[src/sv/tsf_pkg.sv]
// Package for the triangle scanline fill block: canvas defaults, widths and
// shared control structs. No dependencies.
package tsf_pkg;
	localparam int CANVAS_WIDTH_DEF  = 256;
	localparam int CANVAS_HEIGHT_DEF = 256;
	localparam int CW = 8;
	localparam int PIXW = 24;

	typedef struct packed {
		logic          mode;
		logic [CW-1:0] ax;
		logic [CW-1:0] ay;
		logic [CW-1:0] bx;
		logic [CW-1:0] by_coord;
		logic [CW-1:0] cx;
		logic [CW-1:0] cy;
		logic [PIXW-1:0] fill_color;
		logic [CW-1:0] read_x;
		logic [CW-1:0] read_y;
	} in_item_t;

	typedef struct packed {
		logic            was_read;
		logic [PIXW-1:0] pixel_color;
	} out_item_t;

	// one frame-buffer access request from the sequencer
	typedef struct packed {
		logic            wr;
		logic            rd;
		logic [CW-1:0]   x;
		logic [CW-1:0]   y;
		logic [PIXW-1:0] data;
	} fb_req_t;

	// divider start request: numerator and divisor
	typedef struct packed {
		logic                start;
		logic [2*CW-1:0]     num;
		logic [CW-1:0]       den;
	} div_req_t;
endpackage

[src/sv/tsf_div.sv]
// Restoring unsigned divider, one quotient bit per cycle: 16-bit numerator by
// 8-bit divisor. Depends on tsf_pkg.
module tsf_div (
	input  logic                         clk,
	input  logic                         arst_n,
	input  tsf_pkg::div_req_t            req,
	output logic                         busy,
	output logic [2*tsf_pkg::CW-1:0]     quo
);
	localparam int NW = 2 * tsf_pkg::CW;
	logic [NW-1:0]         q_q;
	logic [tsf_pkg::CW:0]  rem_q;
	logic [tsf_pkg::CW-1:0] den_q;
	logic [$clog2(NW+1)-1:0] cnt_q;
	logic [tsf_pkg::CW+1:0] trial;
	logic [tsf_pkg::CW:0]  sh;

	assign sh    = {rem_q[tsf_pkg::CW-1:0], q_q[NW-1]};
	assign trial = {1'b0, sh} - {2'b00, den_q};
	assign busy  = (cnt_q != '0);
	assign quo   = q_q;

	always_ff @(posedge clk or negedge arst_n) begin
		if (!arst_n) begin
			cnt_q <= '0;
		end else if (req.start) begin
			cnt_q <= ($clog2(NW+1))'(NW);
		end else if (busy) begin
			cnt_q <= cnt_q - 1'b1;
		end
	end

	always_ff @(posedge clk) begin
		if (req.start) begin
			q_q   <= req.num;
			rem_q <= '0;
			den_q <= req.den;
		end else if (busy) begin
			if (!trial[tsf_pkg::CW+1]) begin
				rem_q <= trial[tsf_pkg::CW:0];
				q_q   <= {q_q[NW-2:0], 1'b1};
			end else begin
				rem_q <= sh;
				q_q   <= {q_q[NW-2:0], 1'b0};
			end
		end
	end
endmodule

[config.mk]
export PLATFORM = sky130hd
export DESIGN_NAME = tsf_div
export DESIGN_NICKNAME = d
export VERILOG_FILES = /design/src/sv/tsf_pkg.sv /design/src/sv/tsf_div.sv
export SDC_FILE = /design/constraint.sdc
export NUM_CORES = 1
export LEC_CHECK = 0
export CORE_MARGIN = 1
export CORE_UTILIZATION = 55
export CTS_CLUSTER_SIZE = 25
export DETAILED_ROUTE_END_ITERATION = 6
export DONT_BUFFER_PORTS = 1
export GPL_TIMING_DRIVEN = 0
export HOLD_SLACK_MARGIN = 0.05
export PLACE_DENSITY = 0.7
export SLEW_MARGIN = 20
export SYNTH_ARGS = -nofsm -noshare
export SYNTH_HDL_FRONTEND = slang
export SYNTH_SLANG_ARGS = --single-unit
[constraint.sdc]
create_clock -name clk -period 2.5 [get_ports clk]
set_input_delay 0.375 -clock clk [delete_from_list [all_inputs] [get_ports clk]]
set_output_delay 0.375 -clock clk [all_outputs]
set_load 0.05 [all_outputs]
==> qor.txt <==
Reg2Reg Launch Point - quo[15]$_DFFE_PP_
Place WS - 0.0115 ns
Chip Width - 61.3 microns
Hold WC Path Type - primary input to flip-flop
# diodes - 0
Synth cell types - 44
Synth Area in Compound Gates - 12.5%
Worst-path fanout max - 3
R2r setup slk - 0.11 ns
Syn_nets - 201
Final hold violation count - 0
Root buf cell - clkbuf_4
Die area - 0.00376 sq mm
Arr. time, crit path - 2.68 ns
WS Path Type - flip-flop to flip-flop
TritonCTS clock tree - built
Setup repair bufs after CTS - 0
Post-route ant nets - 0
Detailed-route DRC error count - 0
Vias - 1265
Post-synth EDFFs - 24
Share of layout cells above drive strength 1 - 20.8%
Register area - 0.00101 sq mm
Worst setup EP type - flip-flop
FMAX - 418 MHz
Clk pin slew, worst setup/hold paths - 0.12 ns
# setup viols final - 0
Clk Latency, worst-skew pair - 0.35 ns
Initial core utilization - 57.6%
Period Utilization, post-route - 95.8%
Most common cell after layout, fill and taps aside - edfxtp_1
Num CTS Buffers - 5
Slowest cell on the critical path - edfxtp_1
Main combinational cell family by area after synthesis - compound AO/OA/AOI/OAI gates
Clock Skew - 0.0102 ns
Startpoint Class - flip-flop
Setup TNS - 0 ns
Grt total ovfl - 0
Crit-path max cell delay - 0.69 ns
IO Count - 44
Critical-path cell list - inv_1, ha_2, fa_2, nand2b_4, a2111o_1, o311ai_1, mux2_4, o2bb2ai_1
Core area - 0.00336 sq mm
Worst Reg-to-Reg Cells - 8
Tmin final - 2.39 ns
Adder-cell share of the synthesized area - 6.85%
Final Slew Violations - 0
VDD IR max - 0.729 mV
R2r endpoint - rem_q[6]$_SDFFE_PP0P_
Area after DPL - 0.00199 sq mm
Hold_ws - 0.111 ns
RSZ-0062 raised after global routing - false
Routed WL per cell - 16.1 microns
First-pass GRT wire length - 5610 microns
Fin nets - 209
Global-route usage over all layers - 21.6%
DR vias/cell - 5.78
Most frequent cells in the layout - edfxtp_1, mux2_2, nor2_1, inv_1
Mean post-synth cell area - 11.8 sq um
Initial antenna violation count - 0
Die H - 61.3 microns
Setup ws final - 0.105 ns
Port Buf Inserts - 0
Synth Warn # - 0
Synth area leaders - edfxtp_1, mux2_2, dfxtp_1, dfrtp_1, ha_1
Flops & latches, synth - 37
Area of the multi-input gates - 861 sq um
Data required, critical path - 2.78 ns
Final wirelength - 3530 microns
Max_cap viols - 0
Power density over the cells - 1190 mW/mm^2
Post-synth ARST share - 13.5%
Mapped Cells - 164
Outcome - complete, no violations
First-pass DRT Iterations - 7
Proportion of synthesized area in mux cells - 11.4%
Final Instance Area - 0.00212 sq mm
Hold Crit Depth - 0
Synth top area share - 37.2%
CTS Buffer Depth - 2
Htree depth - 2
Synth area leader - edfxtp_1
Largest net degree at the start of global routing - 17
P&R area growth vs syn - 9.76%
DR iter-0 viols - 38
Worst Max-Slew Pin Slew - 0.591 ns
GPL Wtd Cong - 0.899
Xor/xnor cell area share of the yosys netlist - 1.81%
Hold Path End - den_q[2]$_DFFE_PP_
Post-DP HPWL - 2630 microns
Simple logic cell fraction of the synthesized area - 11.0%
Static Leak - 0.851 nW
Vias in the first global route - 1259
Clock sinks - 37
Filler cells - 301
Hold Path Origin - req[2]
Post-synth top flop - edfxtp_1
Relative slew slack - 60.5%
Sequential fraction of the synthesis area - 52.0%
Placement Rows - 21
Mapped cell area - 0.00194 sq mm
[critical path, delay by kind of cell (launching register included)]
family | cells | cell delay, ns
muxes | 1 | 0.22
and+or+nand+nor | 1 | 0.16
buffers and inverters | 1 | 0.10
adders and majority gates | 2 | 0.58
AOI/OAI and AO/OA | 3 | 0.59
DFF | 1 | 0.69
[stage by stage]
| step | utilization (%) | cells | power (mW) |
|---|---|---|---|
| final | 63.2 | 219 | 2.53 |
| after global routing | 63.2 | 219 | 2.68 |
| after CTS | 62.8 | 219 | 2.53 |
| after detailed placement | 59.3 | 210 | 2.00 |
| after global placement | 59.3 | 210 | 1.97 |
| after floorplan | - | 164 | 1.84 |
[synth_stat cells, drive strengths merged (2+ instances only)]
master / number
a21oi: 7
nor4: 2
o311ai: 2
inv: 15
dfrtp: 5
mux2i: 3
ha: 9
dfxtp: 8
a21o: 4
mux2: 17
o21ai: 5
buf: 3
nand2b: 5
nand3: 6
edfxtp: 24
o211ai: 3
nor2: 16
clkbuf: 2
xnor2: 2
a211oi: 5
nand2: 3
xor2: 2
[logic make-up after synthesis]
| logic type | Yosys count |
|---|---|
| AOI/OAI and AO/OA | 34 |
| xor gates and xnor gates | 4 |
| adders and majority gates | 10 |
| buffers and inverters | 20 |
| DFF | 37 |
| muxes | 20 |
| and+or+nand+nor | 39 |
[sequential cells by signal, indices dropped and copies added (netlist names)]
signal and count:
rem_q 8, den_q 8, quo 16, cnt_q 5
[report_power, final]
part	switching, mW	internal, mW	leakage, nW
Sequential	0.374	0.843	0.376
Clock	0.203	0.309	0.0552
Combinational	0.437	0.365	0.420
Total	1.01	1.52	0.851
[worst max-delay path by stage]
stage | start | endpoint | slack [ns] | cells after the start
after floorplan | quo[15]$_DFFE_PP_ | rem_q[6]$_SDFFE_PP0P_ | 0.22 | 8
after global placement | quo[15]$_DFFE_PP_ | rem_q[6]$_SDFFE_PP0P_ | 0.04 | 8
after detailed placement | quo[15]$_DFFE_PP_ | rem_q[6]$_SDFFE_PP0P_ | 0.01 | 8
after CTS | quo[15]$_DFFE_PP_ | rem_q[6]$_SDFFE_PP0P_ | 0.04 | 8
after global routing | cnt_q[0]$_DFFE_PN0P_ | busy | 0.01 | 6
final | quo[15]$_DFFE_PP_ | rem_q[6]$_SDFFE_PP0P_ | 0.11 | 8
[routing by layer]
layer	share of wire [%]	wire, microns	track usage [%]
met5	0	0	0
met3	6.7	237	8.61
met2	49	1730	34.6
met4	1.8	65	8.77
met1	42	1490	26.2
[what timing repair did]
action	4_1_cts	5_1_grt
hold buffers	1	0
setup endpoints to repair	1	2
resized for setup	2	3
gates cloned	0	0
endpoints found under the hold margin	5	0
[area by class of cell]
| class | instances | share of cell area, % |
|---|---|---|
| multi-input cells | 107 | 40.5 |
| clock inverters | 3 | 3.06 |
| repair buffers | 1 | 0.471 |
| flip-flops and latches | 37 | 47.3 |
| well taps | 46 | 2.71 |
| plain buffers | 5 | 1.47 |
| inverters | 15 | 2.65 |
| clock buffers | 5 | 1.77 |
Note: power is estimated with default switching activity, not from simulation.
