**config.mk**
```make
export PLATFORM = sky130hd
export DESIGN_NAME = tsf_seq_flat
export DESIGN_NICKNAME = d
export VERILOG_FILES = /design/src/sv/tsf_pkg.sv /design/src/sv/tsf_if.sv /design/src/sv/tsf_seq.sv /design/src/flat_wrapper.sv
export SDC_FILE = /design/constraint.sdc
export NUM_CORES = 1
export LEC_CHECK = 0
export ABC_AREA = 1
export BUFFER_PORTS_ARGS = -buffer_cell sky130_fd_sc_hd__buf_2
export CAP_MARGIN = 20
export CORE_MARGIN = 2
export CORE_UTILIZATION = 63
export DETAILED_ROUTE_END_ITERATION = 12
export PLACE_DENSITY = 0.88
export SYNTH_ARGS = -nofsm -noshare
export SYNTH_HDL_FRONTEND = slang
export SYNTH_SLANG_ARGS = --single-unit
```
**constraint.sdc**
```tcl
create_clock -name clk -period 20.8 [get_ports clk]
set_clock_uncertainty 0.05 [all_clocks]
set_input_delay 1.04 -clock clk [delete_from_list [all_inputs] [get_ports clk]]
set_output_delay 1.04 -clock clk [all_outputs]
set_load 0.02 [all_outputs]
```
**src/sv/tsf_pkg.sv**
```systemverilog
// Package for the triangle scanline fill block: canvas defaults, widths and
// shared control structs. No dependencies.
package tsf_pkg;
	localparam int CANVAS_WIDTH_DEF  = 256;
	localparam int CANVAS_HEIGHT_DEF = 256;
	localparam int CW = 8;
	localparam int PIXW = 24;

	typedef struct packed {
		logic          mode;
		logic [CW-1:0] ax;
		logic [CW-1:0] ay;
		logic [CW-1:0] bx;
		logic [CW-1:0] by_coord;
		logic [CW-1:0] cx;
		logic [CW-1:0] cy;
		logic [PIXW-1:0] fill_color;
		logic [CW-1:0] read_x;
		logic [CW-1:0] read_y;
	} in_item_t;

	typedef struct packed {
		logic            was_read;
		logic [PIXW-1:0] pixel_color;
	} out_item_t;

	// one frame-buffer access request from the sequencer
	typedef struct packed {
		logic            wr;
		logic            rd;
		logic [CW-1:0]   x;
		logic [CW-1:0]   y;
		logic [PIXW-1:0] data;
	} fb_req_t;

	// divider start request: numerator and divisor
	typedef struct packed {
		logic                start;
		logic [2*CW-1:0]     num;
		logic [CW-1:0]       den;
	} div_req_t;
endpackage

```
**src/sv/tsf_if.sv**
```systemverilog
// Valid/ready stream interfaces for the triangle scanline fill block.
// Depends on tsf_pkg.
interface tsf_in_if;
	logic              valid;
	logic              ready;
	tsf_pkg::in_item_t payload;
	modport source (output valid, output payload, input ready);
	modport sink (input valid, input payload, output ready);
endinterface

interface tsf_out_if;
	logic               valid;
	logic               ready;
	tsf_pkg::out_item_t payload;
	modport source (output valid, output payload, input ready);
	modport sink (input valid, input payload, output ready);
endinterface

```
**src/sv/tsf_seq.sv**
```systemverilog
// Draw/read sequencer: vertex sort, row and span stepping, edge divisions
// through tsf_div. Depends on tsf_pkg and tsf_if.
module tsf_seq #(
	parameter int CANVAS_WIDTH  = tsf_pkg::CANVAS_WIDTH_DEF,
	parameter int CANVAS_HEIGHT = tsf_pkg::CANVAS_HEIGHT_DEF
) (
	input  logic                     clk,
	input  logic                     arst_n,
	tsf_in_if.sink                   in_ch,
	tsf_out_if.source                out_ch,
	input  logic                     clearing,
	input  logic [tsf_pkg::PIXW-1:0] rdata,
	output tsf_pkg::fb_req_t         fb,
	output tsf_pkg::div_req_t        dreq,
	input  logic                     dbusy,
	input  logic [2*tsf_pkg::CW-1:0] dquo
);
	localparam int W = tsf_pkg::CW;
	localparam logic [3:0] S_IDLE = 4'd0, S_RD = 4'd1, S_RDW = 4'd2, S_ROW = 4'd3,
		S_DL = 4'd4, S_DLW = 4'd5, S_DR = 4'd6, S_DRW = 4'd7, S_SPAN = 4'd8,
		S_DONE = 4'd9;

	logic [3:0] st_q;
	logic [W-1:0] x0_q, y0_q, x1_q, y1_q, x2_q, y2_q, y_q, xl_q, xc_q, xe_q;
	logic [tsf_pkg::PIXW-1:0] col_q;
	logic ov_q;
	tsf_pkg::out_item_t ob_q;

	// sort network on the incoming vertices
	logic [W-1:0] sx0, sy0, sx1, sy1, sx2, sy2, tx, ty;
	always_comb begin
		tx = '0; ty = '0;
		sx0 = in_ch.payload.ax; sy0 = in_ch.payload.ay;
		sx1 = in_ch.payload.bx; sy1 = in_ch.payload.by_coord;
		sx2 = in_ch.payload.cx; sy2 = in_ch.payload.cy;
		if (sy0 > sy1) begin
			tx = sx0; ty = sy0; sx0 = sx1; sy0 = sy1; sx1 = tx; sy1 = ty;
		end
		if (sy0 > sy2) begin
			tx = sx0; ty = sy0; sx0 = sx2; sy0 = sy2; sx2 = tx; sy2 = ty;
		end
		if (sy1 > sy2) begin
			tx = sx1; ty = sy1; sx1 = sx2; sy1 = sy2; sx2 = tx; sy2 = ty;
		end
	end

	// edge operands: start, end, for left or right edge
	logic lsel;
	logic [W-1:0] esx, esy, eex, eey, ady, adx;
	logic eneg, ezero;
	logic [2*W-1:0] eprod;
	logic [W-1:0] eres;
	logic [2*W-1:0] qadj;
	always_comb begin
		lsel = (st_q == S_DL) || (st_q == S_DLW);
		if (lsel) begin
			esx = x0_q; esy = y0_q; eex = x2_q; eey = y2_q;
		end else if (y_q >= y1_q) begin
			esx = x1_q; esy = y1_q; eex = x2_q; eey = y2_q;
		end else begin
			esx = x0_q; esy = y0_q; eex = x1_q; eey = y1_q;
		end
		ady   = eey - esy;
		ezero = (ady == '0);
		eneg  = eex < esx;
		adx   = eneg ? esx - eex : eex - esx;
		eprod = (2*W)'(y_q - esy) * (2*W)'(adx);
		// floor for negative slope: -ceil(p/d)
		qadj  = dquo;
		eres  = eneg ? esx - W'(qadj) : esx + W'(qadj);
	end
	logic [2*W-1:0] ceil_num;
	assign ceil_num = eneg ? eprod + (2*W)'(ady) - 1'b1 : eprod;

	assign dreq.start = ((st_q == S_DL) || (st_q == S_DR)) && !ezero;
	assign dreq.num   = ceil_num;
	assign dreq.den   = ady;

	// post a finished result once the result register is free or drains this cycle
	logic post;
	assign post = ((st_q == S_RDW) || (st_q == S_DONE)) && (!ov_q || out_ch.ready);

	assign in_ch.ready  = (st_q == S_IDLE) && !clearing;
	assign out_ch.valid = ov_q;
	assign out_ch.payload = ob_q;

	logic onc;
	assign onc = (32'(xc_q) < CANVAS_WIDTH) && (32'(y_q) < CANVAS_HEIGHT);
	always_comb begin
		fb = '0;
		fb.x = xc_q; fb.y = y_q; fb.data = col_q;
		fb.wr = (st_q == S_SPAN) && onc;
		fb.rd = (st_q == S_RD) && onc;
	end

	always_ff @(posedge clk or negedge arst_n) begin
		if (!arst_n) begin
			st_q <= S_IDLE;
			ov_q <= 1'b0;
		end else begin
			if (post) ov_q <= 1'b1;
			else if (ov_q && out_ch.ready) ov_q <= 1'b0;
			unique case (st_q)
				S_IDLE: if (in_ch.valid && in_ch.ready) begin
					st_q <= in_ch.payload.mode ? S_RD : S_ROW;
				end
				S_RD:   st_q <= S_RDW;
				S_RDW:  if (post) st_q <= S_IDLE;
				S_ROW:  st_q <= S_DL;
				S_DL:   st_q <= ezero ? S_DR : S_DLW;
				S_DLW:  if (!dbusy) st_q <= S_DR;
				S_DR:   st_q <= ezero ? S_SPAN : S_DRW;
				S_DRW:  if (!dbusy) st_q <= S_SPAN;
				S_SPAN: if (xc_q == xe_q) st_q <= (y_q == y2_q) ? S_DONE : S_ROW;
				S_DONE: if (post) st_q <= S_IDLE;
				default: st_q <= S_IDLE;
			endcase
		end
	end

	logic [W-1:0] xr_n;
	always_comb begin
		xr_n = ezero ? esx : eres;
	end

	always_ff @(posedge clk) begin
		unique case (st_q)
			S_IDLE: if (in_ch.valid && in_ch.ready) begin
				x0_q <= sx0; y0_q <= sy0; x1_q <= sx1; y1_q <= sy1;
				x2_q <= sx2; y2_q <= sy2;
				y_q <= in_ch.payload.mode ? in_ch.payload.read_y : sy0;
				col_q <= in_ch.payload.fill_color;
				xc_q <= in_ch.payload.read_x;
			end
			S_RDW: if (post) begin
				ob_q.was_read <= 1'b1;
				ob_q.pixel_color <= onc ? rdata : '0;
			end
			S_DL:  if (ezero) xl_q <= esx;
			S_DLW: if (!dbusy) xl_q <= eres;
			S_DR:  if (ezero) begin
				xc_q <= (xl_q < esx) ? xl_q : esx;
				xe_q <= (xl_q < esx) ? esx : xl_q;
			end
			S_DRW: if (!dbusy) begin
				xc_q <= (xl_q < xr_n) ? xl_q : xr_n;
				xe_q <= (xl_q < xr_n) ? xr_n : xl_q;
			end
			S_SPAN: begin
				xc_q <= xc_q + 1'b1;
				if (xc_q == xe_q) y_q <= y_q + 1'b1;
			end
			S_DONE: if (post) begin
				ob_q.was_read <= 1'b0;
				ob_q.pixel_color <= '0;
			end
			default: ;
		endcase
	end

`ifndef SYNTHESIS
	a_acc_idle: assert property (@(posedge clk) disable iff (!arst_n)
		(in_ch.valid && in_ch.ready) |-> (st_q == S_IDLE) && !clearing)
		else $error("accept while busy");
	a_out_hold: assert property (@(posedge clk) disable iff (!arst_n)
		(ov_q && !out_ch.ready) |=> ov_q && $stable(ob_q))
		else $error("result lost under stall");
	a_span_ord: assert property (@(posedge clk) disable iff (!arst_n)
		(st_q == S_SPAN) |-> xc_q <= xe_q)
		else $error("span overrun");
`endif
endmodule

```
**src/flat_wrapper.sv**
```systemverilog
// flat-port wrapper written by rule: the top's interface ports become plain ports
module tsf_seq_flat 
#(
	parameter int CANVAS_WIDTH  = tsf_pkg::CANVAS_WIDTH_DEF,
	parameter int CANVAS_HEIGHT = tsf_pkg::CANVAS_HEIGHT_DEF
)
  (clk, arst_n, clearing, rdata, fb, dreq, dbusy, dquo, in_ch_valid, in_ch_payload, in_ch_ready, out_ch_valid, out_ch_payload, out_ch_ready);
  tsf_in_if in_ch_i ();
  tsf_out_if out_ch_i ();
  input  logic clk;
  input  logic arst_n;
  input  logic clearing;
  input  logic [tsf_pkg::PIXW-1:0] rdata;
  output tsf_pkg::fb_req_t fb;
  output tsf_pkg::div_req_t dreq;
  input  logic dbusy;
  input  logic [2*tsf_pkg::CW-1:0] dquo;
  input wire logic [$bits(in_ch_i.valid)-1:0] in_ch_valid;
  input wire logic [$bits(in_ch_i.payload)-1:0] in_ch_payload;
  output wire logic [$bits(in_ch_i.ready)-1:0] in_ch_ready;
  output wire logic [$bits(out_ch_i.valid)-1:0] out_ch_valid;
  output wire logic [$bits(out_ch_i.payload)-1:0] out_ch_payload;
  input wire logic [$bits(out_ch_i.ready)-1:0] out_ch_ready;
  assign in_ch_i.valid = in_ch_valid;
  assign in_ch_i.payload = in_ch_payload;
  assign in_ch_ready = in_ch_i.ready;
  assign out_ch_valid = out_ch_i.valid;
  assign out_ch_payload = out_ch_i.payload;
  assign out_ch_i.ready = out_ch_ready;
  tsf_seq #(.CANVAS_WIDTH(CANVAS_WIDTH), .CANVAS_HEIGHT(CANVAS_HEIGHT)) u_core (.clk(clk), .arst_n(arst_n), .in_ch(in_ch_i), .out_ch(out_ch_i), .clearing(clearing), .rdata(rdata), .fb(fb), .dreq(dreq), .dbusy(dbusy), .dquo(dquo));
endmodule
```
==> results.py <==
metrics = {
    "outcome": {
        "status": "complete, no violations",
    },
    "synth": {
        "synth_top_area_share_pct": 28.3,
        "synth_top_area_cell": "edfxtp_1",
        "synth_top_family_by_area": "simple AND/OR/NAND/NOR gates",
        "ys_seq_area_share_pct": 29.2,
        "ys_types": 58,
        "synth-compound-area-share_pct": 14.4,
        "ys_top_cells_by_area": "edfxtp_1 28%, ha_1 11%, nand2_1 10%, fa_1 8.9%, inv_1 8.9%",
        "muxShareOfSynthArea_pct": 0.174,
        "synthAdderAreaFrac_pct": 19.6,
        "synthCells": 1780,
        "avgSynthCellArea_um2": 7.68,
        "yosys_warnings": 0,
        "synth_area_mm2": 0.0137,
        "syn_nets": 2093,
        "synth-simple-area-share_pct": 21.1,
        "synth-xor-area-share_pct": 4.78,
        "ys_ff_latch": 134,
    },
    "route": {
        "viasPerCell": 5.56,
        "vias": 12600,
        "wl_um": 34600,
        "post-route-drc-count": 0,
        "ant_nets": 0,
        "wire_per_inst_um": 15.2,
        "drtIter0Drc": 1019,
        "drt_first_pass_iters": 6,
    },
    "global_route": {
        "grt_pass1_wl_um": 56200,
        "first_global_vias": 12300,
        "track_usage_pct": 30.9,
        "grt_max_degree": 74,
        "grt_antenna_before_repair": 1,
        "overflow": 0,
    },
    "placement": {
        "dp_hpwl_um": 27200,
        "portBuffers": 220,
        "gp_congestion": 0.933,
    },
    "worst_setup_path": {
        "r2r_cells": 34,
        "required_ps": 19710,
        "start_kind": "flop",
        "reg2reg_setup_slack_ps": 13510,
        "endpoint_kind": "output pin",
        "crit_top_cell": "nand2_1",
        "crit_arrival_ps": 10950,
        "cp_max_fo": 34,
        "slowest_stage": "o21ai_1",
        "worstSetupPathType": "flop to output pin",
        "max_stage_delay_ps": 720,
    },
    "timing": {
        "grt_setup_unrepaired": "false",
        "drv_slew": 0,
        "min_period_over_period_pct": 57.9,
        "worst_pin_slew_ps": 1140,
        "hold_viol_final": 0,
        "max_freq_mhz": 83.1,
        "relSlewSlack_pct": 24.1,
        "fin_tns_setup_ps": 0,
        "finalSetupViolations": 0,
        "period_needed_ps": 12040,
    },
    "layout": {
        "drive_gt1_share_pct": 16.5,
        "final_util_pct": 74.0,
        "final_nets": 2297,
        "area_growth_pct": 14.5,
    },
    "cts": {
        "cts_max_path_buffers": 2,
        "hold_buffers": 0,
        "cts_resized": 0,
        "clk_pin_slew_ps": 70,
        "cts_buffers": 17,
        "clk_latency_ps": 420,
        "cts.root.buffer_cell": "clkbuf_16",
        "htreeDepth": 4,
        "post_cts_buffers": 0,
        "cts_tree": "done",
        "clkSinkCount": 134,
    },
    "floorplan": {
        "rows": 53,
        "design.die.area_mm2": 0.0229,
        "core_area_mm2": 0.0212,
        "start_util_pct": 64.6,
        "dieWidth_um": 151,
        "die_h_um": 151,
        "ios": 229,
    },
    "run": {
        "maxCapViolCount": 0,
    },
    "worst_hold_path": {
        "min_path_type": "input port to async pin",
    },
}
==> cell type report <==
type	instances	area [um2]
Fill cell	1590	5490
Sequential cell	134	4000
Clock inverter	15	204
Inverter	332	1250
Tap cell	275	344
Clock buffer	17	425
Antenna cell	1	2.50
Timing Repair Buffer	229	1190
Multi-Input combinational cell	1270	8250
==> per-stage QoR <==
| stage | instances | cell area (um2) | worst slack, ps | hold slack, ps |
|---|---|---|---|---|
| finish | 2273 | 15700 | 8760 | 361 |
| global route | 2273 | 15700 | 7820 | 352 |
| CTS | 2269 | 15600 | 8800 | 356 |
| detailed placement | 2237 | 15000 | 9270 | 508 |
| global placement | 2237 | 15000 | 9450 | 502 |
| floorplan | 1780 | 13700 | 11130 | 487 |
==> worst max-delay path: cells and delay by family, from the launching register on <==
family | cells | cell delay, ps
xor gates and xnor gates | 3 | 940
DFF | 1 | 550
AOI/OAI and AO/OA | 10 | 2210
and+or+nand+nor | 18 | 1870
adders and majority gates | 9 | 3790
buffers and inverters | 9 | 1130
==> placed cells by master, fill, tap and decap left out, types with 3 or more instances in the layout <==
master	instances
nor2_2	5
nand4_1	14
clkbuf_16	17
xnor2_1	27
ha_1	117
o21ai_4	4
inv_8	6
nor4_1	3
a211oi_1	4
a21o_1	3
inv_1	325
nor2_1	155
o22ai_1	8
xor2_1	42
dfrtp_1	5
a21oi_1	90
fa_1	61
nand2_2	14
o21ai_0	179
o21ai_2	6
nand3_1	67
buf_4	6
and2_1	5
a21boi_0	3
inv_6	3
o21ai_1	12
nor2_4	3
o21bai_1	8
or2_2	6
edfxtp_1	129
inv_2	7
o211ai_1	20
buf_2	221
nand2_4	8
o21a_1	3
nor3_1	10
nand2_1	367
==> Yosys cell counts, drive strengths merged <==
master / instances
a2111oi: 2
a211oi: 4
a21boi: 3
a21o: 3
a21oi: 92
a221oi: 1
a31oi: 2
a32oi: 1
and2: 6
buf: 7
clkbuf: 37
dfrtp: 5
edfxtp: 129
fa: 61
ha: 117
inv: 332
mux2i: 2
nand2: 390
nand3: 69
nand3b: 1
nand4: 16
nor2: 163
nor3: 11
nor3b: 1
nor4: 3
nor4b: 1
o211ai: 21
o21a: 3
o21ai: 201
o21bai: 8
o22ai: 8
o31ai: 2
or2: 6
xnor2: 28
xor2: 44
==> routing by layer <==
metal / up-vias / global-route usage, % / share of wire [%]
met4: 0 / 12.5 / 2.9
met5: - / 0 / 0
met1: 5819 / 38.5 / 41
li1: 6185 / - / -
met2: 542 / 53.4 / 49
met3: 85 / 5.24 / 7.3
==> cell families (layout without fill, tap and decap cells) <==
kind of cell | after synthesis | count (layout)
simple gates | 667 | 667
buf+inv | 376 | 593
compound gates | 351 | 351
fa+ha+maj | 178 | 178
flops | 134 | 134
xor+xnor | 72 | 72
mux | 2 | 2
other cells | 0 | 1
==> registers in the layout, summed over array words and instances (netlist names) <==
| name | count |
|---|---|
| u_core.x0_q | 8 |
| u_core.out_ch.valid | 1 |
| u_core.xc_q | 8 |
| u_core.x2_q | 8 |
| u_core.col_q | 24 |
| u_core.xl_q | 8 |
| u_core.y1_q | 8 |
| u_core.out_ch.payload | 25 |
| u_core.st_q | 4 |
| u_core.x1_q | 8 |
| u_core.y2_q | 8 |
| u_core.xe_q | 8 |
| u_core.y0_q | 8 |
| u_core.y_q | 8 |
==> final timing paths <==
check                                         start                   to
worst max-delay path                  u_core.y_q[1]             dreq[23]
worst min-delay path                         arst_n       u_core.st_q[0]
worst max register to register        u_core.y_q[1]       u_core.xe_q[3]
worst min register to register  u_core.out_ch.valid  u_core.out_ch.valid
max in group asynchronous                    arst_n       u_core.st_q[2]
min in group clk                u_core.out_ch.valid  u_core.out_ch.valid
Power is left out: the tool's default activity adds up to more than one toggle a clock period on the data nets, which glitch-free logic cannot reach.
